==> src/hdl/mexp_pkg.sv <==
// Shared types and constants of the modular exponentiation core.
// Used by the controller, the datapath and the top level; depends on nothing.
package mexp_pkg;

    localparam int WORD_BITS_DEF = 32;
    localparam int FIELD_BITS    = 32;

    typedef enum logic [3:0] {
        ST_IDLE,
        ST_REDUCE,
        ST_INIT,
        ST_BIT_SEL,
        ST_MUL_ACC,
        ST_ACC_WB,
        ST_MUL_SQ,
        ST_SQ_WB,
        ST_FINISH
    } state_t;

    typedef enum logic [3:0] {
        OP_NONE,
        OP_LOAD,
        OP_RED_STEP,
        OP_RED_DONE,
        OP_MUL_INIT_ACC,
        OP_MUL_INIT_SQ,
        OP_MUL_STEP,
        OP_ACC_WB,
        OP_SQ_WB,
        OP_OUT
    } op_t;

    typedef struct packed {
        op_t op;
    } dp_cmd_t;

    typedef struct packed {
        logic exp_lsb;
    } dp_status_t;

endpackage

==> src/hdl/mexp_datapath.sv <==
// Datapath of the modular exponentiation core: operand registers, the bit-serial
// remainder step and the shift-and-add modular multiplier. Depends on mexp_pkg.
module mexp_datapath #(
    parameter int WordBits = mexp_pkg::WORD_BITS_DEF
) (
    input  logic                            clk,
    input  mexp_pkg::dp_cmd_t               cmd,
    output mexp_pkg::dp_status_t            status,
    input  logic [mexp_pkg::FIELD_BITS-1:0] base,
    input  logic [mexp_pkg::FIELD_BITS-1:0] exponent,
    input  logic [mexp_pkg::FIELD_BITS-1:0] modulus,
    output logic [mexp_pkg::FIELD_BITS-1:0] result
);
    import mexp_pkg::*;

    logic [WordBits-1:0] m_reg, m_next;
    logic [WordBits-1:0] e_reg, e_next;
    logic [WordBits-1:0] acc_reg, acc_next;
    logic [WordBits-1:0] sq_reg, sq_next;
    logic [WordBits-1:0] x_reg, x_next;
    logic [WordBits-1:0] y_reg, y_next;
    logic [WordBits-1:0] p_reg, p_next;
    logic [FIELD_BITS-1:0] result_reg, result_next;

    logic [63:0]         base_ext, exp_ext, mod_ext, acc_ext;
    logic [WordBits:0]   rem2, rem2_sub;
    logic [WordBits:0]   sum_px, sum_xx, sub_px, sub_xx;
    logic [WordBits-1:0] add_px, add_xx, red_val, one_mod;
    logic                mod_zero;

    // Operands are taken at the internal word width, zero-extended or truncated.
    assign base_ext = 64'(base);
    assign exp_ext  = 64'(exponent);
    assign mod_ext  = 64'(modulus);
    assign acc_ext  = 64'(acc_reg);

    assign mod_zero = (m_reg == '0);
    assign one_mod  = (m_reg == WordBits'(1)) ? '0 : WordBits'(1);

    // One step of the remainder of the base: shift in the next bit, subtract once.
    assign rem2     = {p_reg, y_reg[WordBits-1]};
    assign rem2_sub = rem2 - {1'b0, m_reg};
    assign red_val  = (rem2 >= {1'b0, m_reg}) ? rem2_sub[WordBits-1:0] : rem2[WordBits-1:0];

    // Two independent modular additions: partial product plus multiplicand, and doubling.
    assign sum_px = {1'b0, p_reg} + {1'b0, x_reg};
    assign sub_px = sum_px - {1'b0, m_reg};
    assign add_px = (sum_px >= {1'b0, m_reg}) ? sub_px[WordBits-1:0] : sum_px[WordBits-1:0];
    assign sum_xx = {1'b0, x_reg} + {1'b0, x_reg};
    assign sub_xx = sum_xx - {1'b0, m_reg};
    assign add_xx = (sum_xx >= {1'b0, m_reg}) ? sub_xx[WordBits-1:0] : sum_xx[WordBits-1:0];

    always_comb
    begin
        m_next      = m_reg;
        e_next      = e_reg;
        acc_next    = acc_reg;
        sq_next     = sq_reg;
        x_next      = x_reg;
        y_next      = y_reg;
        p_next      = p_reg;
        result_next = result_reg;
        case (cmd.op)
            OP_LOAD:
            begin
                m_next = mod_ext[WordBits-1:0];
                e_next = exp_ext[WordBits-1:0];
                y_next = base_ext[WordBits-1:0];
                p_next = '0;
            end
            OP_RED_STEP:
            begin
                p_next = red_val;
                y_next = {y_reg[WordBits-2:0], 1'b0};
            end
            OP_RED_DONE:
            begin
                sq_next  = p_reg;
                acc_next = one_mod;
            end
            OP_MUL_INIT_ACC:
            begin
                x_next = acc_reg;
                y_next = sq_reg;
                p_next = '0;
            end
            OP_MUL_INIT_SQ:
            begin
                x_next = sq_reg;
                y_next = sq_reg;
                p_next = '0;
            end
            OP_MUL_STEP:
            begin
                if (y_reg[0])
                begin
                    p_next = add_px;
                end
                x_next = add_xx;
                y_next = {1'b0, y_reg[WordBits-1:1]};
            end
            OP_ACC_WB:
            begin
                // The squaring follows at once, so its operands are set up here too.
                acc_next = p_reg;
                x_next   = sq_reg;
                y_next   = sq_reg;
                p_next   = '0;
            end
            OP_SQ_WB:
            begin
                sq_next = p_reg;
                e_next  = {1'b0, e_reg[WordBits-1:1]};
            end
            OP_OUT:
            begin
                result_next = mod_zero ? '0 : acc_ext[FIELD_BITS-1:0];
            end
            default:
            begin
            end
        endcase
    end

    always_ff @(posedge clk)
    begin
        m_reg      <= m_next;
        e_reg      <= e_next;
        acc_reg    <= acc_next;
        sq_reg     <= sq_next;
        x_reg      <= x_next;
        y_reg      <= y_next;
        p_reg      <= p_next;
        result_reg <= result_next;
    end

    assign status.exp_lsb = e_reg[0];
    assign result         = result_reg;

endmodule

==> src/hdl/mexp_ctrl.sv <==
// Controller of the modular exponentiation core: sequences the reduction, the
// multiplications per exponent bit and the output handshake. Depends on mexp_pkg.
module mexp_ctrl #(
    parameter int WordBits = mexp_pkg::WORD_BITS_DEF
) (
    input  logic                 clk,
    input  logic                 rst_n,
    input  logic                 in_valid,
    output logic                 in_ready,
    output logic                 out_valid,
    input  logic                 out_ready,
    input  mexp_pkg::dp_status_t status,
    output mexp_pkg::dp_cmd_t    cmd
);
    import mexp_pkg::*;

    localparam int CntW = $clog2(WordBits);

    state_t          state_reg, state_next;
    logic [CntW-1:0] cnt_reg, cnt_next;
    logic [CntW-1:0] ecnt_reg, ecnt_next;
    logic            out_valid_reg, out_valid_next;
    logic            cnt_last, ecnt_last;

    assign cnt_last  = (cnt_reg == CntW'(WordBits - 1));
    assign ecnt_last = (ecnt_reg == CntW'(WordBits - 1));

    always_ff @(posedge clk or negedge rst_n)
    begin
        if (!rst_n)
        begin
            state_reg     <= ST_IDLE;
            cnt_reg       <= '0;
            ecnt_reg      <= '0;
            out_valid_reg <= 1'b0;
        end
        else
        begin
            state_reg     <= state_next;
            cnt_reg       <= cnt_next;
            ecnt_reg      <= ecnt_next;
            out_valid_reg <= out_valid_next;
        end
    end

    always_comb
    begin
        state_next     = state_reg;
        cnt_next       = cnt_reg;
        ecnt_next      = ecnt_reg;
        out_valid_next = out_valid_reg && !out_ready;
        cmd.op         = OP_NONE;
        in_ready       = 1'b0;
        case (state_reg)
            ST_IDLE:
            begin
                in_ready = 1'b1;
                if (in_valid)
                begin
                    cmd.op     = OP_LOAD;
                    cnt_next   = '0;
                    ecnt_next  = '0;
                    state_next = ST_REDUCE;
                end
            end
            ST_REDUCE:
            begin
                cmd.op   = OP_RED_STEP;
                cnt_next = cnt_reg + 1'b1;
                if (cnt_last)
                begin
                    state_next = ST_INIT;
                end
            end
            ST_INIT:
            begin
                cmd.op     = OP_RED_DONE;
                state_next = ST_BIT_SEL;
            end
            ST_BIT_SEL:
            begin
                cnt_next = '0;
                if (status.exp_lsb)
                begin
                    cmd.op     = OP_MUL_INIT_ACC;
                    state_next = ST_MUL_ACC;
                end
                else
                begin
                    cmd.op     = OP_MUL_INIT_SQ;
                    state_next = ST_MUL_SQ;
                end
            end
            ST_MUL_ACC:
            begin
                cmd.op   = OP_MUL_STEP;
                cnt_next = cnt_reg + 1'b1;
                if (cnt_last)
                begin
                    state_next = ST_ACC_WB;
                end
            end
            ST_ACC_WB:
            begin
                cmd.op     = OP_ACC_WB;
                cnt_next   = '0;
                state_next = ST_MUL_SQ;
            end
            ST_MUL_SQ:
            begin
                cmd.op   = OP_MUL_STEP;
                cnt_next = cnt_reg + 1'b1;
                if (cnt_last)
                begin
                    state_next = ST_SQ_WB;
                end
            end
            ST_SQ_WB:
            begin
                cmd.op    = OP_SQ_WB;
                ecnt_next = ecnt_reg + 1'b1;
                if (ecnt_last)
                begin
                    state_next = ST_FINISH;
                end
                else
                begin
                    state_next = ST_BIT_SEL;
                end
            end
            ST_FINISH:
            begin
                // The result register may be reloaded once its word has been taken.
                if (!out_valid_reg || out_ready)
                begin
                    cmd.op         = OP_OUT;
                    out_valid_next = 1'b1;
                    state_next     = ST_IDLE;
                end
            end
            default:
            begin
                state_next = ST_IDLE;
            end
        endcase
    end

    assign out_valid = out_valid_reg;

endmodule

==> src/hdl/modular_exponentiation_core.sv <==
// Modular exponentiation core: each input word (base, exponent, modulus) yields one
// output word, base to the power of exponent modulo modulus; a zero modulus gives 0.
// Items are processed one at a time. The base is first reduced by a bit-serial
// remainder; then each of the WordBits exponent bits costs a squaring and, for a
// set bit, a multiplication, each on the shared shift-and-add modular multiplier
// at one multiplier bit per cycle. A finished word waits in the output register,
// and the next input word is taken while it waits.
module modular_exponentiation_core #(
    parameter int WordBits = mexp_pkg::WORD_BITS_DEF
) (
    input  logic                            clk,
    input  logic                            rst_n,
    input  logic                            in_valid,
    output logic                            in_ready,
    input  logic [mexp_pkg::FIELD_BITS-1:0] base,
    input  logic [mexp_pkg::FIELD_BITS-1:0] exponent,
    input  logic [mexp_pkg::FIELD_BITS-1:0] modulus,
    output logic                            out_valid,
    input  logic                            out_ready,
    output logic [mexp_pkg::FIELD_BITS-1:0] result
);
    import mexp_pkg::*;

    dp_cmd_t    cmd;
    dp_status_t status;

    mexp_ctrl #(
        .WordBits (WordBits)
    ) u_ctrl (
        .clk       (clk),
        .rst_n     (rst_n),
        .in_valid  (in_valid),
        .in_ready  (in_ready),
        .out_valid (out_valid),
        .out_ready (out_ready),
        .status    (status),
        .cmd       (cmd)
    );

    mexp_datapath #(
        .WordBits (WordBits)
    ) u_datapath (
        .clk      (clk),
        .cmd      (cmd),
        .status   (status),
        .base     (base),
        .exponent (exponent),
        .modulus  (modulus),
        .result   (result)
    );

endmodule

==> config.mk <==
export PLATFORM = sky130hd
export DESIGN_NAME = modular_exponentiation_core
export DESIGN_NICKNAME = d
export VERILOG_FILES = /design/src/hdl/mexp_pkg.sv /design/src/hdl/mexp_datapath.sv /design/src/hdl/mexp_ctrl.sv /design/src/hdl/modular_exponentiation_core.sv
export SDC_FILE = /design/constraint.sdc
export NUM_CORES = 1
export LEC_CHECK = 0
export ABC_AREA = 1
export BUFFER_PORTS_ARGS = -buffer_cell sky130_fd_sc_hd__buf_2
export CORE_MARGIN = 2
export CORE_UTILIZATION = 60
export CTS_BUF_LIST = sky130_fd_sc_hd__clkbuf_4 sky130_fd_sc_hd__clkbuf_8 sky130_fd_sc_hd__clkbuf_16
export DETAILED_ROUTE_END_ITERATION = 7
export GPL_ROUTABILITY_DRIVEN = 0
export PLACE_DENSITY = 0.87
export REMOVE_ABC_BUFFERS = 1
export SETUP_SLACK_MARGIN = 0.02
export SYNTH_ARGS = -nofsm -noshare
export SYNTH_HDL_FRONTEND = slang
export SYNTH_HIERARCHICAL = 1
export SYNTH_SLANG_ARGS = --single-unit
==> constraint.sdc <==
create_clock -name clk -period 13.8 [get_ports clk]
set_input_delay 1.38 -clock clk [delete_from_list [all_inputs] [get_ports clk]]
set_output_delay 1.38 -clock clk [all_outputs]
set_load 0.005 [all_outputs]
# After elaboration in Yosys (flattened, before gate mapping)
# Index checks and enable logic that the tools add are counted.
# totals
regBits	271
inputBits	100
out_inout_bits	34
word_cells	100
# classes
n_addsub	7
order_cmp	3
n_eq_ne	26
mux	28
reduce_logical	24
# ops
cell	count
$pmux W32 S3	2
$mux W32	4
$pmux W32 S2	2
$pmux W32 S4	1
$ge A33 B32 Y1	3
$sub A32 B32 Y32	3
$add A32 B32 Y33	2
$pmux W4 S9	1
$eq A32 B1 Y1 const B	1
$eq A4 B3 Y1 const B	8
$logic_not A32 Y1	1
$pmux W4 S8	1
$mux W4	7
$eq A4 B2 Y1 const B	4
$pmux W5 S3	1
$eq A4 B4 Y1 const B	3
$add A5 B1 Y5 const B	2
$eq A5 B5 Y1 const B	2
$ne A2 B1 Y1 const B	5
$pmux W5 S2	1
$reduce_bool A3 Y1	3
$eq A4 B1 Y1 const B	2
$reduce_or A2 Y1	4
$mux W1	6
13 further kinds	19

# Longest topological paths before layout
# depth
word_depth	8
depth_mapped	29

# By module
# Netlist, hierarchy kept.
# modules_own_cells
module	n_inst	cells_per_inst	area_each_um2	seq_area_each_um2
mexp_datapath	1	3281	21798.4	7687.4
mexp_ctrl	1	117	905.9	375.4

# Least setup slack after synthesis
# OpenSTA, ideal clock, no wires.
# synth_timing
path_kind	input port to flip-flop
startpoint	in in_valid
endpoint	reg u_datapath.p_reg[0] (enable)
arrival_time_ns	6.393
setup_slack_ns	7.021
path_stages	10
n_path_buf	0
cell_sequence	inv_1 nor2_4 inv_2 nand4_1 inv_1 nor3_1 nor2_1 nand2_1 o21ai_0 inv_1
# synth_lines
element	line_no	source
from (decl)	modular_exponentiation_core.sv:13	input logic in_valid,
to (signal assigned)	mexp_datapath.sv:133	p_reg <= p_next;
to (decl)	mexp_datapath.sv:22	logic [WordBits-1:0] p_reg, p_next;

# Worst setup path in the final report
# layout_timing
startpoint	reg u_datapath.p_reg[0]
endpoint	reg u_datapath.p_reg[16] (data pin)
# layout_between
elab_chain_cells	5
# layout_lines
element	line_no	source
$add A32 B32 Y33	mexp_datapath.sv:46	assign sum_px = {1'b0, p_reg} + {1'b0, x_reg};
$sub A32 B32 Y32 / $ge A33 B32 Y1 (equally long branches)	mexp_datapath.sv:47, mexp_datapath.sv:48	
$mux W32	mexp_datapath.sv:48	assign add_px = (sum_px >= {1'b0, m_reg}) ? sub_px[WordBits-1:0] : sum_px[WordBits-1:0];
$mux W32	mexp_datapath.sv:95	if (y_reg[0])
$pmux W32 S3 *	mexp_datapath.sv:63	case (cmd.op)
net u_datapath.p_next[16]	mexp_datapath.sv:22	
# The timed path passes the listed nets; every way through them passes the cells marked *. The select of a mux whose other input is x is not followed.
# A chain may end at the register's enable or synchronous reset.

==> key figures <==
Run status
  – Outcome: complete, but fails checks
  – Failing checks: DRC

GRT
  – Grt total ovfl: 0
  – GRT Total Usage: 0.3554
  – Number of global-route vias before repair: 21193
  – Global-route wire length before repair: 108.0 mm
  – Largest net degree at the start of global routing: 85
  – Initial antenna violation count: 2

Synth
  – Async SR Flop Fraction: 0.05535
  – Synth Warn #: 6
  – Synth top area cells: edfxtp_1, nand2_1, inv_1
  – Synth cell types: 46
  – Main synth FF type: edfxtp_1
  – Top cells by count, synth: nand2_1, inv_1, nand3_1
  – Count leader, synth: nand2_1
  – Syn_area_per_cell: 6.682 um^2
  – Area of the mapped netlist: 22700 um^2
  – Area leader, netlist: edfxtp_1
  – Sequential fraction of the synthesis area: 0.3551
  – Yosys reg bits: 271
  – Post-Syn Instances: 3398
  – Synth top area share: 0.3386
  – EDFF count, synth: 256

Clock network
  – Clock slew at reported path FFs: 60 ps
  – Postcts setup bufs: 0
  – # resized after CTS: 0
  – # hold bufs at CTS: 0
  – CTS Buf Count: 30
  – Clock root buffer: clkbuf_16
  – CTS tree: built
  – Max Buffers Root-to-Sink: 3
  – Htree depth: 1
  – TritonCTS Sinks: 271
  – Clk_lat worst skew: 600 ps

Layout
  – Share of cells above drive strength 1: 0.07242
  – Layout area overhead: 9.385%
  – Final layout net count: 3748
  – Finished Layout Cells: 4047

Timing
  – RSZ-0062 raised after global routing: no
  – Final setup viols: 0
  – Clock skew: 36.39 ps
  – Final Cycle Share: 0.3421
  – Slew HR: 0.2737
  – Minimum clock period after layout: 4721 ps
  – Final Hold Vio Count: 0
  – Transition time of the tightest slew-check pin: 1079 ps
  – Max-slew violation count: 0
  – Sum of negative setup slack: 0 ps
  – Worst Slack Setup Final: 9079 ps
  – Top achievable clock speed: 0.2118 GHz
  – Min Hold Slack: 486.3 ps

Floorplanning
  – Total die area: 39410 um^2
  – Die Wd: 198.5 um
  – Initial Util: 0.6056
  – FP Rows: 71
  – Die height: 198.5 um
  – Placeable Area: 37490 um^2
  – Ports: 134

Worst setup path
  – Crit-path max FO: 32
  – CP startpoint: u_datapath/p_reg[0]
  – Crit Path Category: reg2reg
  – Critical Path AT: 5160 ps
  – Worst EP required: 14240 ps
  – Critical Path Sink Type: flip-flop
  – CP startpoint kind: flip-flop
  – Worst R2R Start: u_datapath/p_reg[0]

Placed design
  – Worst slack, placed: 8961 ps
  – Port buffer count: 133
  – HPWL after DPL: 53.27 mm
  – Placed Instances: 3991

Detailed routing
  – Routed wire length: 69.64 mm
  – Final ANT Viol Nets: 0
  – DRT Pass-1 Iters: 8
  – Via Count: 22829
  – Routed wire per std cell: 17.21 um
  – Remaining DRCs: 1
  – 1st-iter DRT viols: 2851
  – Via density: 5.641

Hold path
  – Worst min path class: reg2reg
  – HP Start: u_ctrl/cnt_reg[3]

Job
  – Maxcap violations: 0
==> per-layer routing <==
layer  vias to the layer above  track usage  part of all wire
met2                      1381       0.5731              0.44
met4                         2       0.1504             0.049
met1                     10289       0.4633              0.38
li1                      10907            -                 -
met5                         -     0.008940           0.00024
met3                       250      0.07681              0.14
==> critical path, cell delays in order (launching register included) <==
cell and delay, ps:
edfxtp_1 510, ha_1 250, inv_1 60, fa_1 410, inv_1 150, nand3_1 100, nand3_2 120, nand2_1 60
nand2_1 140, nand2_1 70, nand2_1 140, nand2_1 110, nand2_1 80, nand2_1 40, nand2_1 130, inv_1 70
ha_1 320, a21oi_1 190, nor2_1 120, nor2_1 140, nand2_1 80, a21oi_2 210, nand2_2 130, nor2_8 330
nand2_8 210, nand2_1 130, nand3_1 130, nand2_1 130
==> stage by stage <==
stage          cell area (um^2)    util
2_1_floorplan             22350       -
3_3_place_gp              23810  0.6351
3_5_place_dp              23810  0.6351
4_1_cts                   24830  0.6624
5_1_grt                   24840  0.6625
6_report                  24840  0.6625
==> placed cells by master (no fill, tap or decap), types with 9 or more instances in the layout <==
cell / Yosys / layout
o21bai_1: 15 / 15
xnor2_1: 48 / 48
buf_4: 1 / 14
nor3_1: 18 / 17
edfxtp_1: 256 / 256
nand3b_1: 36 / 36
nand3_1: 281 / 281
xor2_1: 16 / 16
o2111ai_1: 18 / 18
inv_1: 646 / 646
buf_2: 24 / 133
nand4_1: 35 / 35
a21oi_1: 91 / 91
nand2_1: 1320 / 1320
o22ai_1: 26 / 26
o21ai_0: 33 / 32
clkbuf_16: 0 / 30
nand2_2: 9 / 9
nor2_1: 264 / 259
nor2_2: 8 / 11
ha_1: 132 / 132
inv_2: 11 / 11
dfrtp_1: 15 / 15
==> logic make-up (layout without fill, tap and decap cells) <==
family          Yosys count  in the layout  share of synthesized area
simple gates           2009           2009                     0.3686
buf+inv                 722            859                     0.1242
flops                   271            271                     0.3551
compound gates          196            196                    0.05120
fa+ha+maj               136            136                    0.07627
xor+xnor                 64             64                    0.02469
other cells               0              1                          0
==> path summary, 6_finish.rpt <==
| kind | end | slack (ps) | cells past startpoint |
|---|---|---|---|
| worst min register to register | u_ctrl/cnt_reg[3] | 490 | 2 |
| worst max register to register | u_datapath/p_reg[16] | 9080 | 27 |
| max in group asynchronous | u_ctrl/ecnt_reg[1] | 12860 | 1 |
| min in group asynchronous | u_ctrl/state_reg[1] | 680 | 1 |
| worst max-delay path | u_datapath/p_reg[16] | 9080 | 27 |
| worst min-delay path | u_ctrl/cnt_reg[3] | 490 | 2 |
==> cell type report <==
cell class                 count  area, um^2
sequential                   271        8063
tap                          511       639.4
multi-input combinational   2405       11870
fill                        3286       12650
clock buffer                  33       773.2
timing repair buffer         147       770.7
antenna                        1       2.502
clock inverter                22       251.5
inverter                     657        2466
Power is not shown: default switching activity piles up to over one toggle a cycle in this logic, so the estimate is an artifact.
